==> src/rtl/clcd_pkg.sv <==
// Shared types, codes, microcode and power-up table for the character LCD nibble sequencer.
package clcd_pkg;

    // Command codes carried by an input item
    typedef enum logic [2:0] {
        CMD_DATA      = 3'd0,
        CMD_INSTR     = 3'd1,
        CMD_LINE      = 3'd2,
        CMD_BACKLIGHT = 3'd3,
        CMD_INIT      = 3'd4
    } cmd_e_t;

    // Configuration register indexes
    localparam logic CFG_PULSE_HOLD = 1'b0;
    localparam logic CFG_INIT_GAP   = 1'b1;

    localparam logic [7:0] PULSE_HOLD_RESET = 8'd1;
    localparam logic [7:0] INIT_GAP_RESET   = 8'd5;

    // DDRAM address bytes for display lines 1 and 2
    localparam logic [1:0] LINE_ONE     = 2'd1;
    localparam logic [1:0] LINE_TWO     = 2'd2;
    localparam logic [7:0] LINE_ONE_ADDR = 8'h80;
    localparam logic [7:0] LINE_TWO_ADDR = 8'hC0;

    // Power-up table
    localparam int          INIT_LEN      = 9;
    localparam logic [3:0]  INIT_LAST_IDX = 4'(INIT_LEN - 1);

    // Microprogram entry points
    localparam logic [2:0] STEP_HI     = 3'd0;
    localparam logic [2:0] STEP_BL     = 3'd4;
    localparam logic [2:0] STEP_GAP    = 3'd5;
    localparam logic [2:0] STEP_FINISH = 3'd6;

    typedef enum logic [1:0] {EN_KEEP, EN_SET, EN_CLR} en_op_t;
    typedef enum logic [1:0] {SEL_KEEP, SEL_RS, SEL_SET} sel_op_t;
    typedef enum logic [1:0] {NIB_KEEP, NIB_HI, NIB_LO} nib_op_t;
    typedef enum logic [1:0] {HOLD_PULSE, HOLD_GAP, HOLD_ZERO} hold_op_t;
    typedef enum logic [1:0] {LAST_NO, LAST_YES, LAST_IF_SINGLE} last_op_t;
    typedef enum logic [1:0] {SEQ_NEXT, SEQ_GOTO, SEQ_DONE, SEQ_BYTE_END} seq_op_t;

    // One control word; every step emits one result
    typedef struct packed {
        en_op_t     en_op;
        sel_op_t    sel_op;
        nib_op_t    nib_op;
        hold_op_t   hold_op;
        logic       load_tbl;
        logic       set_bl;
        last_op_t   last_op;
        seq_op_t    seq_op;
        logic [2:0] target;
    } ucode_t;

    typedef struct packed {
        logic [2:0] command;
        logic [7:0] data_byte;
        logic [1:0] line_number;
        logic       backlight_on;
    } item_t;

    typedef struct packed {
        logic       enable_pin;
        logic       select_pin;
        logic       readwrite_pin;
        logic [3:0] data_nibble;
        logic       backlight_pin_n;
        logic [7:0] hold_ticks;
        logic       backlight_status;
        logic       last;
    } result_t;

    function automatic ucode_t ucode_rom(input logic [2:0] pc);
        ucode_t w;
        w = '{EN_KEEP, SEL_KEEP, NIB_KEEP, HOLD_ZERO, 1'b0, 1'b0, LAST_NO, SEQ_DONE, 3'd0};
        case (pc)
            3'd0: w = '{EN_SET,  SEL_RS,   NIB_HI,   HOLD_PULSE, 1'b0, 1'b0,
                        LAST_NO, SEQ_NEXT, 3'd0};
            3'd1: w = '{EN_CLR,  SEL_KEEP, NIB_KEEP, HOLD_PULSE, 1'b0, 1'b0,
                        LAST_NO, SEQ_NEXT, 3'd0};
            3'd2: w = '{EN_SET,  SEL_KEEP, NIB_LO,   HOLD_PULSE, 1'b0, 1'b0,
                        LAST_NO, SEQ_NEXT, 3'd0};
            3'd3: w = '{EN_CLR,  SEL_KEEP, NIB_KEEP, HOLD_PULSE, 1'b0, 1'b0,
                        LAST_IF_SINGLE, SEQ_BYTE_END, 3'd0};
            3'd4: w = '{EN_KEEP, SEL_KEEP, NIB_KEEP, HOLD_ZERO,  1'b0, 1'b1,
                        LAST_YES, SEQ_DONE, 3'd0};
            3'd5: w = '{EN_KEEP, SEL_KEEP, NIB_KEEP, HOLD_GAP,   1'b1, 1'b0,
                        LAST_NO, SEQ_GOTO, STEP_HI};
            3'd6: w = '{EN_SET,  SEL_SET,  NIB_KEEP, HOLD_PULSE, 1'b0, 1'b0,
                        LAST_NO, SEQ_NEXT, 3'd0};
            3'd7: w = '{EN_CLR,  SEL_KEEP, NIB_KEEP, HOLD_ZERO,  1'b0, 1'b0,
                        LAST_YES, SEQ_DONE, 3'd0};
            default: w = '{EN_KEEP, SEL_KEEP, NIB_KEEP, HOLD_ZERO, 1'b0, 1'b0,
                           LAST_NO, SEQ_DONE, 3'd0};
        endcase
        return w;
    endfunction

    function automatic logic [7:0] power_up_byte(input logic [3:0] idx);
        logic [7:0] b;
        case (idx)
            4'd0:    b = 8'h30;
            4'd1:    b = 8'h30;
            4'd2:    b = 8'h30;
            4'd3:    b = 8'h20;
            4'd4:    b = 8'h28;
            4'd5:    b = 8'h08;
            4'd6:    b = 8'h01;
            4'd7:    b = 8'h07;
            4'd8:    b = 8'hA0;
            default: b = 8'h00;
        endcase
        return b;
    endfunction

endpackage

==> src/rtl/clcd_useq.sv <==
// Microcoded step sequencer and pin-level datapath for the character LCD nibble writer.
module clcd_useq
    import clcd_pkg::*;
(
    input  logic       clk,
    input  logic       rst_n,
    input  logic       start,
    input  item_t      item,
    input  logic [7:0] pulse_hold,
    input  logic [7:0] init_gap,
    input  logic       advance,
    output logic       busy,
    output logic       emit,
    output result_t    res
);

    logic       busy_reg, busy_next;
    logic [2:0] pc_reg, pc_next;
    logic       init_reg, init_next;
    logic [3:0] idx_reg, idx_next;
    logic [7:0] byte_reg, byte_next;
    logic       rs_reg, rs_next;
    logic       bl_req_reg, bl_req_next;
    logic       enable_reg, enable_next;
    logic       select_reg, select_next;
    logic [3:0] nibble_reg, nibble_next;
    logic       backlight_reg, backlight_next;

    ucode_t     uw;
    logic       go;
    logic [2:0] pc_start;
    logic       rs_start;
    logic [7:0] byte_start;
    logic       init_start;

    // Command decode at accept
    always_comb
    begin
        go         = 1'b0;
        pc_start   = STEP_HI;
        rs_start   = 1'b0;
        byte_start = item.data_byte;
        init_start = 1'b0;
        case (item.command)
            CMD_DATA:
            begin
                go       = 1'b1;
                rs_start = 1'b1;
            end
            CMD_INSTR:
            begin
                go = 1'b1;
            end
            CMD_LINE:
            begin
                if (item.line_number == LINE_ONE)
                begin
                    go         = 1'b1;
                    byte_start = LINE_ONE_ADDR;
                end
                else if (item.line_number == LINE_TWO)
                begin
                    go         = 1'b1;
                    byte_start = LINE_TWO_ADDR;
                end
            end
            CMD_BACKLIGHT:
            begin
                go       = 1'b1;
                pc_start = STEP_BL;
            end
            CMD_INIT:
            begin
                go         = 1'b1;
                pc_start   = STEP_GAP;
                init_start = 1'b1;
            end
            default:
            begin
                go = 1'b0;
            end
        endcase
    end

    assign emit = busy_reg && advance;
    assign busy = busy_reg;

    always_comb
    begin
        uw             = ucode_rom(pc_reg);
        busy_next      = busy_reg;
        pc_next        = pc_reg;
        init_next      = init_reg;
        idx_next       = idx_reg;
        byte_next      = byte_reg;
        rs_next        = rs_reg;
        bl_req_next    = bl_req_reg;
        enable_next    = enable_reg;
        select_next    = select_reg;
        nibble_next    = nibble_reg;
        backlight_next = backlight_reg;
        res            = '0;

        if (start && !busy_reg)
        begin
            busy_next   = go;
            pc_next     = pc_start;
            init_next   = init_start;
            idx_next    = '0;
            byte_next   = byte_start;
            rs_next     = rs_start;
            bl_req_next = item.backlight_on;
        end
        else if (emit)
        begin
            case (uw.en_op)
                EN_SET:  enable_next = 1'b1;
                EN_CLR:  enable_next = 1'b0;
                default: enable_next = enable_reg;
            endcase
            case (uw.sel_op)
                SEL_RS:  select_next = rs_reg;
                SEL_SET: select_next = 1'b1;
                default: select_next = select_reg;
            endcase
            case (uw.nib_op)
                NIB_HI:  nibble_next = byte_reg[7:4];
                NIB_LO:  nibble_next = byte_reg[3:0];
                default: nibble_next = nibble_reg;
            endcase
            if (uw.set_bl)
            begin
                backlight_next = bl_req_reg;
            end
            if (uw.load_tbl)
            begin
                byte_next = power_up_byte(idx_reg);
            end

            res.enable_pin       = enable_next;
            res.select_pin       = select_next;
            res.readwrite_pin    = 1'b0;
            res.data_nibble      = nibble_next;
            res.backlight_pin_n  = ~backlight_next;
            res.backlight_status = backlight_next;
            case (uw.hold_op)
                HOLD_PULSE: res.hold_ticks = pulse_hold;
                HOLD_GAP:   res.hold_ticks = init_gap;
                default:    res.hold_ticks = 8'd0;
            endcase
            case (uw.last_op)
                LAST_YES:       res.last = 1'b1;
                LAST_IF_SINGLE: res.last = !init_reg;
                default:        res.last = 1'b0;
            endcase

            case (uw.seq_op)
                SEQ_NEXT: pc_next = pc_reg + 3'd1;
                SEQ_GOTO: pc_next = uw.target;
                SEQ_BYTE_END:
                begin
                    if (!init_reg)
                    begin
                        busy_next = 1'b0;
                    end
                    else if (idx_reg == INIT_LAST_IDX)
                    begin
                        pc_next = STEP_FINISH;
                    end
                    else
                    begin
                        idx_next = idx_reg + 4'd1;
                        pc_next  = STEP_GAP;
                    end
                end
                default: busy_next = 1'b0;
            endcase
        end
    end

    always_ff @(posedge clk or negedge rst_n)
    begin
        if (!rst_n)
        begin
            busy_reg      <= 1'b0;
            pc_reg        <= STEP_HI;
            init_reg      <= 1'b0;
            idx_reg       <= '0;
            enable_reg    <= 1'b0;
            select_reg    <= 1'b0;
            nibble_reg    <= '0;
            backlight_reg <= 1'b0;
        end
        else
        begin
            busy_reg      <= busy_next;
            pc_reg        <= pc_next;
            init_reg      <= init_next;
            idx_reg       <= idx_next;
            enable_reg    <= enable_next;
            select_reg    <= select_next;
            nibble_reg    <= nibble_next;
            backlight_reg <= backlight_next;
        end
    end

    always_ff @(posedge clk)
    begin
        byte_reg   <= byte_next;
        rs_reg     <= rs_next;
        bl_req_reg <= bl_req_next;
    end

endmodule

==> src/rtl/char_lcd_nibble_write_sequencer.sv <==
// Top level of the character LCD 4-bit write sequencer: stream ports, config, output register.
// Turns commands into pin-phase items for an HD44780-style LCD in 4-bit mode. Each accepted
// command runs a short microprogram that emits one result item per clock: a byte write
// (data, instruction, or line select 1/2 -> address 0x80/0xC0) gives four items (E high with
// the high nibble, E low, E high with the low nibble, E low); backlight gives one item; init
// gives 47 items (a gap item plus a byte write for each of nine table bytes, then an E pulse).
// Line numbers other than 1 or 2 and command codes 5..7 give no items. Throughput is one
// result per cycle, set by the single step counter, stalling while m_tready is low; a new
// command is taken in the cycle after the last step of the previous one, while its final
// item may still sit in the output register. Config writes are taken on any cycle, but are
// meant for idle time only.
module char_lcd_nibble_write_sequencer
    import clcd_pkg::*;
(
    input  logic        clk,
    input  logic        rst_n,
    // config write port
    input  logic        cfg_we,
    input  logic        cfg_index,
    input  logic [7:0]  cfg_data,
    // command items
    input  logic        s_tvalid,
    output logic        s_tready,
    input  logic [15:0] s_tdata,   // command[2:0], data_byte[10:3], line_number[12:11],
                                   // backlight_on[13], zero[15:14]
    // pin-phase items
    output logic        m_tvalid,
    input  logic        m_tready,
    output logic [23:0] m_tdata,   // enable_pin[0], select_pin[1], readwrite_pin[2],
                                   // data_nibble[6:3], backlight_pin_n[7], hold_ticks[15:8],
                                   // backlight_status[16], zero[23:17]
    output logic        m_tlast
);

    logic [7:0] pulse_hold_reg;
    logic [7:0] init_gap_reg;
    logic       m_tvalid_reg, m_tvalid_next;
    result_t    res_reg;

    item_t      item;
    result_t    res;
    logic       busy;
    logic       emit;
    logic       advance;
    logic       start;

    // config registers
    always_ff @(posedge clk or negedge rst_n)
    begin
        if (!rst_n)
        begin
            pulse_hold_reg <= PULSE_HOLD_RESET;
            init_gap_reg   <= INIT_GAP_RESET;
        end
        else if (cfg_we)
        begin
            if (cfg_index == CFG_PULSE_HOLD)
            begin
                pulse_hold_reg <= cfg_data;
            end
            else
            begin
                init_gap_reg <= cfg_data;
            end
        end
    end

    // unpack command item
    assign item.command      = s_tdata[2:0];
    assign item.data_byte    = s_tdata[10:3];
    assign item.line_number  = s_tdata[12:11];
    assign item.backlight_on = s_tdata[13];

    assign s_tready = !busy;
    assign start    = s_tvalid && s_tready;

    // step only when the output register is free or being drained
    assign advance = !m_tvalid_reg || m_tready;

    clcd_useq u_useq (
        .clk        (clk),
        .rst_n      (rst_n),
        .start      (start),
        .item       (item),
        .pulse_hold (pulse_hold_reg),
        .init_gap   (init_gap_reg),
        .advance    (advance),
        .busy       (busy),
        .emit       (emit),
        .res        (res)
    );

    always_comb
    begin
        m_tvalid_next = m_tvalid_reg;
        if (emit)
        begin
            m_tvalid_next = 1'b1;
        end
        else if (m_tready)
        begin
            m_tvalid_next = 1'b0;
        end
    end

    always_ff @(posedge clk or negedge rst_n)
    begin
        if (!rst_n)
        begin
            m_tvalid_reg <= 1'b0;
        end
        else
        begin
            m_tvalid_reg <= m_tvalid_next;
        end
    end

    always_ff @(posedge clk)
    begin
        if (emit)
        begin
            res_reg <= res;
        end
    end

    assign m_tvalid = m_tvalid_reg;
    assign m_tdata  = {7'd0,
                       res_reg.backlight_status,
                       res_reg.hold_ticks,
                       res_reg.backlight_pin_n,
                       res_reg.data_nibble,
                       res_reg.readwrite_pin,
                       res_reg.select_pin,
                       res_reg.enable_pin};
    assign m_tlast  = res_reg.last;

endmodule
==> config.mk <==
export PLATFORM = sky130hd
export DESIGN_NAME = char_lcd_nibble_write_sequencer
export DESIGN_NICKNAME = d
export VERILOG_FILES = /design/src/rtl/clcd_pkg.sv /design/src/rtl/clcd_useq.sv /design/src/rtl/char_lcd_nibble_write_sequencer.sv
export SDC_FILE = /design/constraint.sdc
export NUM_CORES = 1
export LEC_CHECK = 0
export BUFFER_PORTS_ARGS = -buffer_cell sky130_fd_sc_hd__buf_2
export CAP_MARGIN = 25
export CORE_MARGIN = 4
export CORE_UTILIZATION = 25
export CTS_BUF_LIST = sky130_fd_sc_hd__clkbuf_8
export DETAILED_ROUTE_END_ITERATION = 6
export PLACE_DENSITY = 0.45
export REMOVE_ABC_BUFFERS = 1
export SETUP_SLACK_MARGIN = 0.1
export SLEW_MARGIN = 25
export SYNTH_ARGS = -nofsm -noshare
export SYNTH_HDL_FRONTEND = slang
export SYNTH_SLANG_ARGS = --single-unit
==> constraint.sdc <==
create_clock -name clk -period 2 [get_ports clk]
set_input_delay 0.3 -clock clk [delete_from_list [all_inputs] [get_ports clk]]
set_output_delay 0.3 -clock clk [all_outputs]
set_load 0.01 [all_outputs]
; ---- Word level (Yosys, flattened, before mapping)
; Memories as Yosys holds them, arrays and structs flattened.
; Index checks and enable logic that the tools add are counted.
; W data, S select, Z words.
[word_totals]
ff_bits = 61
romBits = 224
inputBits = 30
output_inout_bits = 27
elab_cells = 112
mem_count = 2
[classes]
add_sub_neg = 2
n_eq_ne = 22
n_mux = 36
n_bitwise = 3
reduce_logical = 25
[memory_table]
columns = memory, words, word_bits, rd, rd_clocked_by_memory_dff, wr, line
row1 = (name not given), 8, 14, 1, 0, 0, clcd_pkg.sv:77  ; case (pc)
row2 = (name not given), 16, 7, 1, 0, 0, clcd_pkg.sv:102  ; case (idx)
[ops]
columns = op, n
row1 = $mux W8, 6
row2 = $mux W4, 5
row3 = $pmux W8 S2, 1
row4 = $eq A2 B1 Y1 const B, 7
row5 = $eq A2 B2 Y1 const B, 6
row6 = $mux W1, 12
row7 = $pmux W1 S2, 5
row8 = $reduce_bool A2 Y1, 5
row9 = $mux W3, 3
row10 = $pmux W3 S3, 1
row11 = $pmux W4 S2, 1
row12 = $reduce_and A2 Y1, 4
row13 = $eq A3 B2 Y1 const B, 2
row14 = $pmux W3 S2, 1
row15 = $reduce_and A3 Y1, 2
row16 = $add A4 B1 Y4 const B, 1
row17 = $eq A4 B4 Y1 const B, 1
row18 = $logic_not A2 Y1, 2
row19 = $ne A2 B1 Y1 const B, 2
row20 = $reduce_and A4 Y1, 1
row21 = $reduce_bool A4 Y1, 1
row22 = $reduce_or A4 Y1, 1
row23 = $add A3 B1 Y3 const B, 1
row24 = $eq A3 B1 Y1 const B, 1
row25 = 10 further kinds, 16

; ---- Depth between registers and ports, before layout
; Gate-level depths: netlist (run 1).
[depth]
depth_word = 6
ltp_mapped = 10
mapped_depth_nobuf = 9

; ---- Modules after synthesis
; From an unflattened synthesis (run 1), not the netlist that was laid out.
[hier_totals]
cells_unflattened = 284
area_unflattened_um2 = 3198.1
[by_module_without_submodules]
columns = module, instances, cells_each, area_per_inst_um2
row1 = clcd_useq, 1, 218, 1908.1
row2 = char_lcd_nibble_write_sequencer, 1, 66, 1290.0

; ---- Worst setup path before layout (run 1)
; OpenSTA, ideal clock, no wires.
[synth_timing]
path_kind = register to register
from = register m_tvalid_reg (netlist: m_tvalid)
to = register u_useq.byte_reg[0] (enable)
setup_ns = 0.384
t_arrival_ns = 1.505
required_time_ns = 1.616
slack_ns = 0.111
path_stages_with_launch = 5
synth_period_minus_slack_ns = 1.889
cell_sequence = dfrtp_1 nand2b_2 nand2_1 clkbuf_1 o21ai_0
[synth_via]
elab_chain_len = 5
[synth_rtl]
columns = item, line
row1 = from (decl), char_lcd_nibble_write_sequencer.sv:37  ; logic m_tvalid_reg, m_tvalid_next;
row2 = from (signal assigned), char_lcd_nibble_write_sequencer.sv:114  ; m_tvalid_reg <= m_tvalid_next;
row3 = $logic_not A1 Y1, char_lcd_nibble_write_sequencer.sv:78  ; assign advance = !m_tvalid_reg || m_tready;
row4 = $logic_or A1 B1 Y1, char_lcd_nibble_write_sequencer.sv:78
row5 = $logic_and A1 B1 Y1, clcd_useq.sv:85  ; assign emit = busy_reg && advance;
row6 = $reduce_bool A2 Y1 (no line), -
row7 = $reduce_and A2 Y1 (no line), -
row8 = to (signal assigned), clcd_useq.sv:209  ; byte_reg <= byte_next;
row9 = to (decl), clcd_useq.sv:21  ; logic [7:0] byte_reg, byte_next;
; Every way passes these cells.
; A chain may end at the register's enable or synchronous reset.

; ---- Worst setup path in the final report (run 1)
[layout_timing]
from = register u_useq.pc_reg[1]
to = register u_useq.idx_reg[1]
[layout_via]
elab_chain_len = 4
[layout_rtl]
columns = item, line
row1 = from (decl), clcd_useq.sv:18  ; logic [2:0] pc_reg, pc_next;
row2 = from (signal assigned), clcd_useq.sv:197  ; pc_reg <= pc_next;
row3 = $mem_v2 Z8 W14, -
row4 = $eq A2 B2 Y1, clcd_useq.sv:157  ; case (uw.seq_op)
row5 = $reduce_bool A2 Y1 (no line), -
row6 = $reduce_and A4 Y1 (no line), -
row7 = to (signal assigned), clcd_useq.sv:199  ; idx_reg <= idx_next;
row8 = to (decl), clcd_useq.sv:20  ; logic [3:0] idx_reg, idx_next;
; Every way passes these cells.

==> results.toml, run 1 <==
[clocking]
clock_sinks = 60
cts.clk_slew.worst_paths_ns = 0.07
cts_buffers = 9
clk_path_buf_depth = 2
ctsHtreeMaxLevel = 3
clkLatencyLatePin_ns = 0.34
cts-root-buf = "clkbuf_8"
cts_tree = "yes"

[power_and_ir_drop]
sw_frac_of_total_pct = 36.2
power.switching_mw = 1.92
powerDensity_nw_per_um2 = 1390
p_seq_share_pct = 37.6
p_int_mw = 3.39
irDropWorstVdd_v = 0.000357
p_comb_share_pct = 42.1
power_leakage_nw = 1.64
p_clk_share_pct = 20.3

[cells_and_area]
num-fill-cells = 1255
multi_input_area_um2 = 1320
final_util_pct = 31.5
largest_reg_flops = 16
final_layout_size_suffix_gt1_share_pct = 34.7
ff_latch_area_um2 = 1640
synthToLayoutAreaGrowth_pct = 23.3
antennaDiodeCount = 0
layout.nets = 383

[sta]
worstMarginPinSlew_ns = 0.793
slew_headroom_pct = 47.1
finalMaxSlewViolations = 0
fmax_mhz = 539
hold_violations = 0
period_share_pct = 92.9
setup_tns_ns = 0
rsz0062_at_grt = "yes"
setup_viol = 0
finClkSkew_ns = 0.0125
layout_min_cycle_time_ns = 1.86

[die]
die_w_um = 119
initial_core_util_pct = 25.6
io_pins = 57
die_area_um2 = 14200
core_um2 = 12100
num_rows = 40
die_h_um = 119

[detailed_routing]
num_vias = 2188
via_per_inst = 4.28
wl_per_cell_um = 13.4
antenna_violating_nets_post_route = 0
routed_wl_um = 6830
drt_pre_antenna_iters = 6
drc_errors = 0
drt_iter0_markers = 75

[global_routing]
gr-total-overflow = 0
grt_pass1_vias = 2241
grt_max_degree = 34
grt_use_total_pct = 10.0
antenna_found_initial = 0
grt_pass1_wl_um = 11200

[synthesis]
ys_seq_area_share_pct = 53.1
synth_edf_count = 27
async_flop_share_pct = 55.0
synth-seq-cells = 60
synthFlopType = "dfrtp_1"
synthDistinctLibCells = 53
netlist_area_um2 = 3090
syn_avg_cell_area_um2 = 11.3
syn_inst = 274
ys.warnings.count = 0

[placed_design]
gp_congestion = 0.761
io_buffers = 46
hpwl_um = 4950

[critical_path]
cp.required_ns = 2.23
worst-setup-path-type = "reg2reg"
crit_fanout = 6
max_stage_delay_ns = 0.41
slowest_stage = "dfrtp_1"
startpoint_type = "register"
crit_arrival_ns = 2.08
endpoint_kind = "register"
path_cells = "inv_2 > ha_1 > and3b_4 > o2111ai_4 > nor2_4 > mux2_4"
rr_worst_depth = 6

[status]
status = "completed"

[flow_run]
maxCapViolations = 0

[min_path]
hold_class = "in2async"
==> timing repair <==
item,CTS,global route
resized for setup,0,11
setup endpoints to repair,0,11
hold buffers,0,0
setup buffers,0,2
==> cell usage after synthesis, types with 2 or more instances <==
cell | number | area (um2)
inv_1 | 17 | 63.8
mux2i_1 | 5 | 50.1
o21ai_0 | 12 | 60.1
nor3_1 | 2 | 10.0
dfstp_2 | 3 | 78.8
inv_2 | 2 | 7.51
clkbuf_1 | 3 | 11.3
nand2b_1 | 8 | 50.1
a22o_1 | 5 | 43.8
a21oi_1 | 22 | 110
nor2b_1 | 3 | 18.8
nand3_1 | 7 | 35.0
buf_4 | 11 | 82.6
nor2_1 | 29 | 109
a22oi_1 | 8 | 60.1
nand2_1 | 15 | 56.3
edfxtp_1 | 27 | 811
mux2_2 | 17 | 191
dfrtp_1 | 30 | 751
a32o_1 | 2 | 20.0
ha_1 | 14 | 175
==> cell families (layout without fill, tap and decap cells) <==
family / after synthesis / in the layout / share of synthesized area, %
adder cells (fa/ha/maj): 15 / 15 / 6.00
flip-flops: 60 / 60 / 53.1
buffers and inverters: 37 / 99 / 6.12
multiplexers: 23 / 23 / 8.31
AO/OA/AOI/OAI: 63 / 63 / 14.3
AND/OR/NAND/NOR: 75 / 75 / 12.0
other: 1 / 8 / 0.121
==> path summary, 6_finish.rpt <==
kind | start | end | slack (ns)
worst max-delay path | u_useq.pc_reg[1] | u_useq.idx_reg[1] | 0.14
worst min-delay path | rst_n | pulse_hold_reg[4] | 0.04
worst max register to register | u_useq.pc_reg[1] | u_useq.idx_reg[1] | 0.14
worst min register to register | u_useq.nibble_reg[2] | u_useq.nibble_reg[2] | 0.50
max in group asynchronous | rst_n | u_useq.nibble_reg[1] | 1.46
min in group clk | s_tdata[13] | u_useq.bl_req_reg | 0.16
==> critical path: cells and delay by family, from the launching register on <==
family	cells	cell delay, ns
AOI/OAI and AO/OA	1	0.20
adders and majority gates	1	0.29
buffers and inverters	1	0.05
and+or+nand+nor	2	0.48
muxes	1	0.30
DFF	1	0.41
==> layer usage <==
metal | track usage (%) | part of all wire (%) | vias to the layer above
met5 | 0 | 0 | -
met4 | 5.07 | 1.6 | 0
met3 | 3.04 | 5.0 | 12
met2 | 15.1 | 47 | 47
met1 | 13.0 | 46 | 1038
li1 | - | - | 1091
==> power by group through the flow <==
stage               Sequential, mW  Combinational [mW]  Clock, mW
global route                  2.04                2.50       1.17
CTS                           1.99                2.18       1.12
finish                        2.00                2.23       1.08
global placement              2.01                2.16          0
floorplan                     2.11                1.23          0
detailed placement            2.01                2.17          0
==> layout make-up <==
cell class                 instances  area share [%]
multi-input combinational        184            34.7
clock inverter                     4            1.12
sequential                        60            43.1
timing repair buffer              64            9.60
inverter                          20            1.97
tap                              168            5.52
clock buffer                      11            3.98
==> placed cells by master (no fill, tap or decap), drive strengths merged, types with 2 or more instances in the layout <==
cell type,instances
buf,64
dfrtp,30
nor2,30
edfxtp,27
a21oi,22
inv,21
mux2,18
nand2,16
ha,14
o21ai,12
clkbuf,11
nand2b,9
conb,8
a22oi,8
nand3,7
a22o,5
mux2i,5
nor2b,4
dfstp,3
a32o,2
nor3,2
clkinv,2
and3b,2
o211ai,2
and3,2
a221oi,2
==> metrics by stage <==
step | cells | setup slack, ns | total power [mW] | instance area (um2) | hold slack [ns]
6_report | 511 | 0.143 | 5.31 | 3800 | 0.0408
5_1_grt | 511 | 0.0777 | 5.71 | 3800 | 0.0936
4_1_cts | 509 | 0.123 | 5.30 | 3750 | 0.0528
3_5_place_dp | 494 | 0.152 | 4.19 | 3560 | 0.433
3_3_place_gp | 494 | 0.155 | 4.16 | 3560 | 0.436
2_1_floorplan | 264 | 0.0619 | 3.34 | 3000 | 0.00441
Note: power is estimated with default switching activity, not from simulation.
==> inputs of run 2 (changes only) <==
Clock period 2 ns to 1.9 ns, I/O delays scaled along.
==> run 2 against run 1 <==
Sequential share of layout area is 1.2 points lower. Global-route usage is 0.10 points lower. Total power is 9.0% higher. Core utilization is 0.95 points higher. Combinational power is 15% higher. Register-to-register slack better by 0.04 ns. Via count is 0.37% higher. Design area is 3.0% higher. Sequential power is 4% higher. Critical path type unchanged. Largest power group unchanged.
==> results.toml, run 2 (synthesis gave the netlist of run 1 again) <==
[min_path]
hold_class = "in2async"

[cells_and_area]
largest_reg_flops = 16
final_util_pct = 32.5
final_layout_size_suffix_gt1_share_pct = 38.2
final_cell_mix = "buf_2, nor2_1, dfrtp_1"
layout.nets = 387
num-fill-cells = 1219
mostFrequentLayoutCell = "buf_2"
stdcell_area_um2 = 3920
antennaDiodeCount = 0
final_cells = 516
synthToLayoutAreaGrowth_pct = 27.0

[sta]
worstMarginPinSlew_ns = 0.793
fin_ws_ns = 0.181
fmax_mhz = 582
setup_tns_ns = 0
setup_viol = 0
finalMaxSlewViolations = 0
slew_headroom_pct = 47.1
hold_violations = 0
finClkSkew_ns = 0.00760
rsz0062_at_grt = "yes"
period_share_pct = 90.5
layout_min_cycle_time_ns = 1.72
holdWs_ns = 0.0310

[die]
io_pins = 57
num_rows = 40
die_h_um = 119
die_w_um = 119
die_area_um2 = 14200
core_um2 = 12100
initial_core_util_pct = 25.6

[global_routing]
grt_pass1_wl_um = 11100
grt_max_degree = 34
grt_pass1_vias = 2280
antenna_found_initial = 0
grt_use_total_pct = 9.93
gr-total-overflow = 0

[placed_design]
dpl_cell_area_um2 = 3560
hpwl_um = 4920
dp_slack_ns = 0.0505
io_buffers = 46
gp_congestion = 0.747
post-place-cells = 494

[detailed_routing]
routed_wl_um = 6840
drt_pre_antenna_iters = 4
antenna_violating_nets_post_route = 0
via_per_inst = 4.26
wl_per_cell_um = 13.3
drc_errors = 0
drt_iter0_markers = 120
num_vias = 2196

[power_and_ir_drop]
total_power_mw = 5.79
sw_frac_of_total_pct = 36.2
p_int_mw = 3.69
irDropWorstVdd_v = 0.000356
power.switching_mw = 2.09
p_clk_share_pct = 19.6
power_leakage_nw = 1.67
powerDensity_nw_per_um2 = 1480
p_seq_share_pct = 36.2
p_comb_share_pct = 44.2

[critical_path]
cp.required_ns = 2.11
startpoint_type = "register"
crit_fanout = 3
crit_arrival_ns = 1.93
endpoint_kind = "register"
worst-setup-path-type = "reg2reg"

[status]
status = "completed"

[flow_run]
maxCapViolations = 0

[clocking]
ctsHtreeMaxLevel = 3
clk_path_buf_depth = 2
cts_buffers = 9
cts_tree = "yes"
clock_sinks = 60
cts.clk_slew.worst_paths_ns = 0.07
clkLatencyLatePin_ns = 0.34
cts-root-buf = "clkbuf_8"
cts_hold_buffers = 0
==> run 2: cell types whose count changed in the layout (fill, tap and decap cells not counted), sizes merged <==
cell / delta
buf: +4
clkinv: +1
==> run 2: power groups by stage <==
stage / sequential [mW] / combinational, mW / clock, mW
floorplan: 2.22 / 1.30 / 0
global placement: 2.11 / 2.27 / 0
detailed placement: 2.11 / 2.28 / 0
CTS: 2.10 / 2.35 / 1.18
global route: 2.14 / 2.86 / 1.24
finish: 2.09 / 2.56 / 1.13
==> run 2: layout make-up <==
| class | instances | area [um2] | area share [%] |
|---|---|---|---|
| multi-input combinational | 184 | 1390 | 35.6 |
| tap | 168 | 210 | 5.36 |
| timing repair buffer | 68 | 403 | 10.3 |
| clock buffer | 11 | 151 | 3.86 |
| clock inverter | 5 | 45.0 | 1.15 |
| inverter | 20 | 75.1 | 1.92 |
| sequential | 60 | 1640 | 41.9 |
==> run 2: critical path, stage by stage, from the launching register on <==
cell       delay, ns
dfrtp_1         0.39
inv_2           0.06
buf_4           0.14
ha_2            0.17
and3b_4         0.19
o2111ai_4       0.26
buf_6           0.15
o211ai_4        0.10
mux2i_1         0.13
==> run 2: path summary, 6_finish.rpt <==
check | slack [ns] | to | cells after the start | startpoint
setup reg to reg | 0.18 | u_useq.pc_reg[2] | 8 | u_useq.pc_reg[1]
hold / removal | 0.03 | pulse_hold_reg[5] | 1 | rst_n
setup / recovery | 0.18 | u_useq.pc_reg[2] | 8 | u_useq.pc_reg[1]
min in group clk | 0.15 | u_useq.bl_req_reg | 1 | s_tdata[13]
hold reg to reg | 0.49 | u_useq.nibble_reg[0] | 2 | u_useq.nibble_reg[0]
max in group asynchronous | 1.33 | u_useq.pc_reg[2] | 1 | rst_n
==> run 2: timing repair <==
action	in CTS	in global routing
pin swaps	3	5
setup buffers	3	3
setup endpoints to repair	9	26
gates cloned	0	0
resized for setup	8	23
==> run 2: layer usage <==
layer  wire length, um  GRT usage, %
met5                 0             0
met2              3230          16.3
met1              3130          11.9
met4               133          4.27
met3               348          3.23
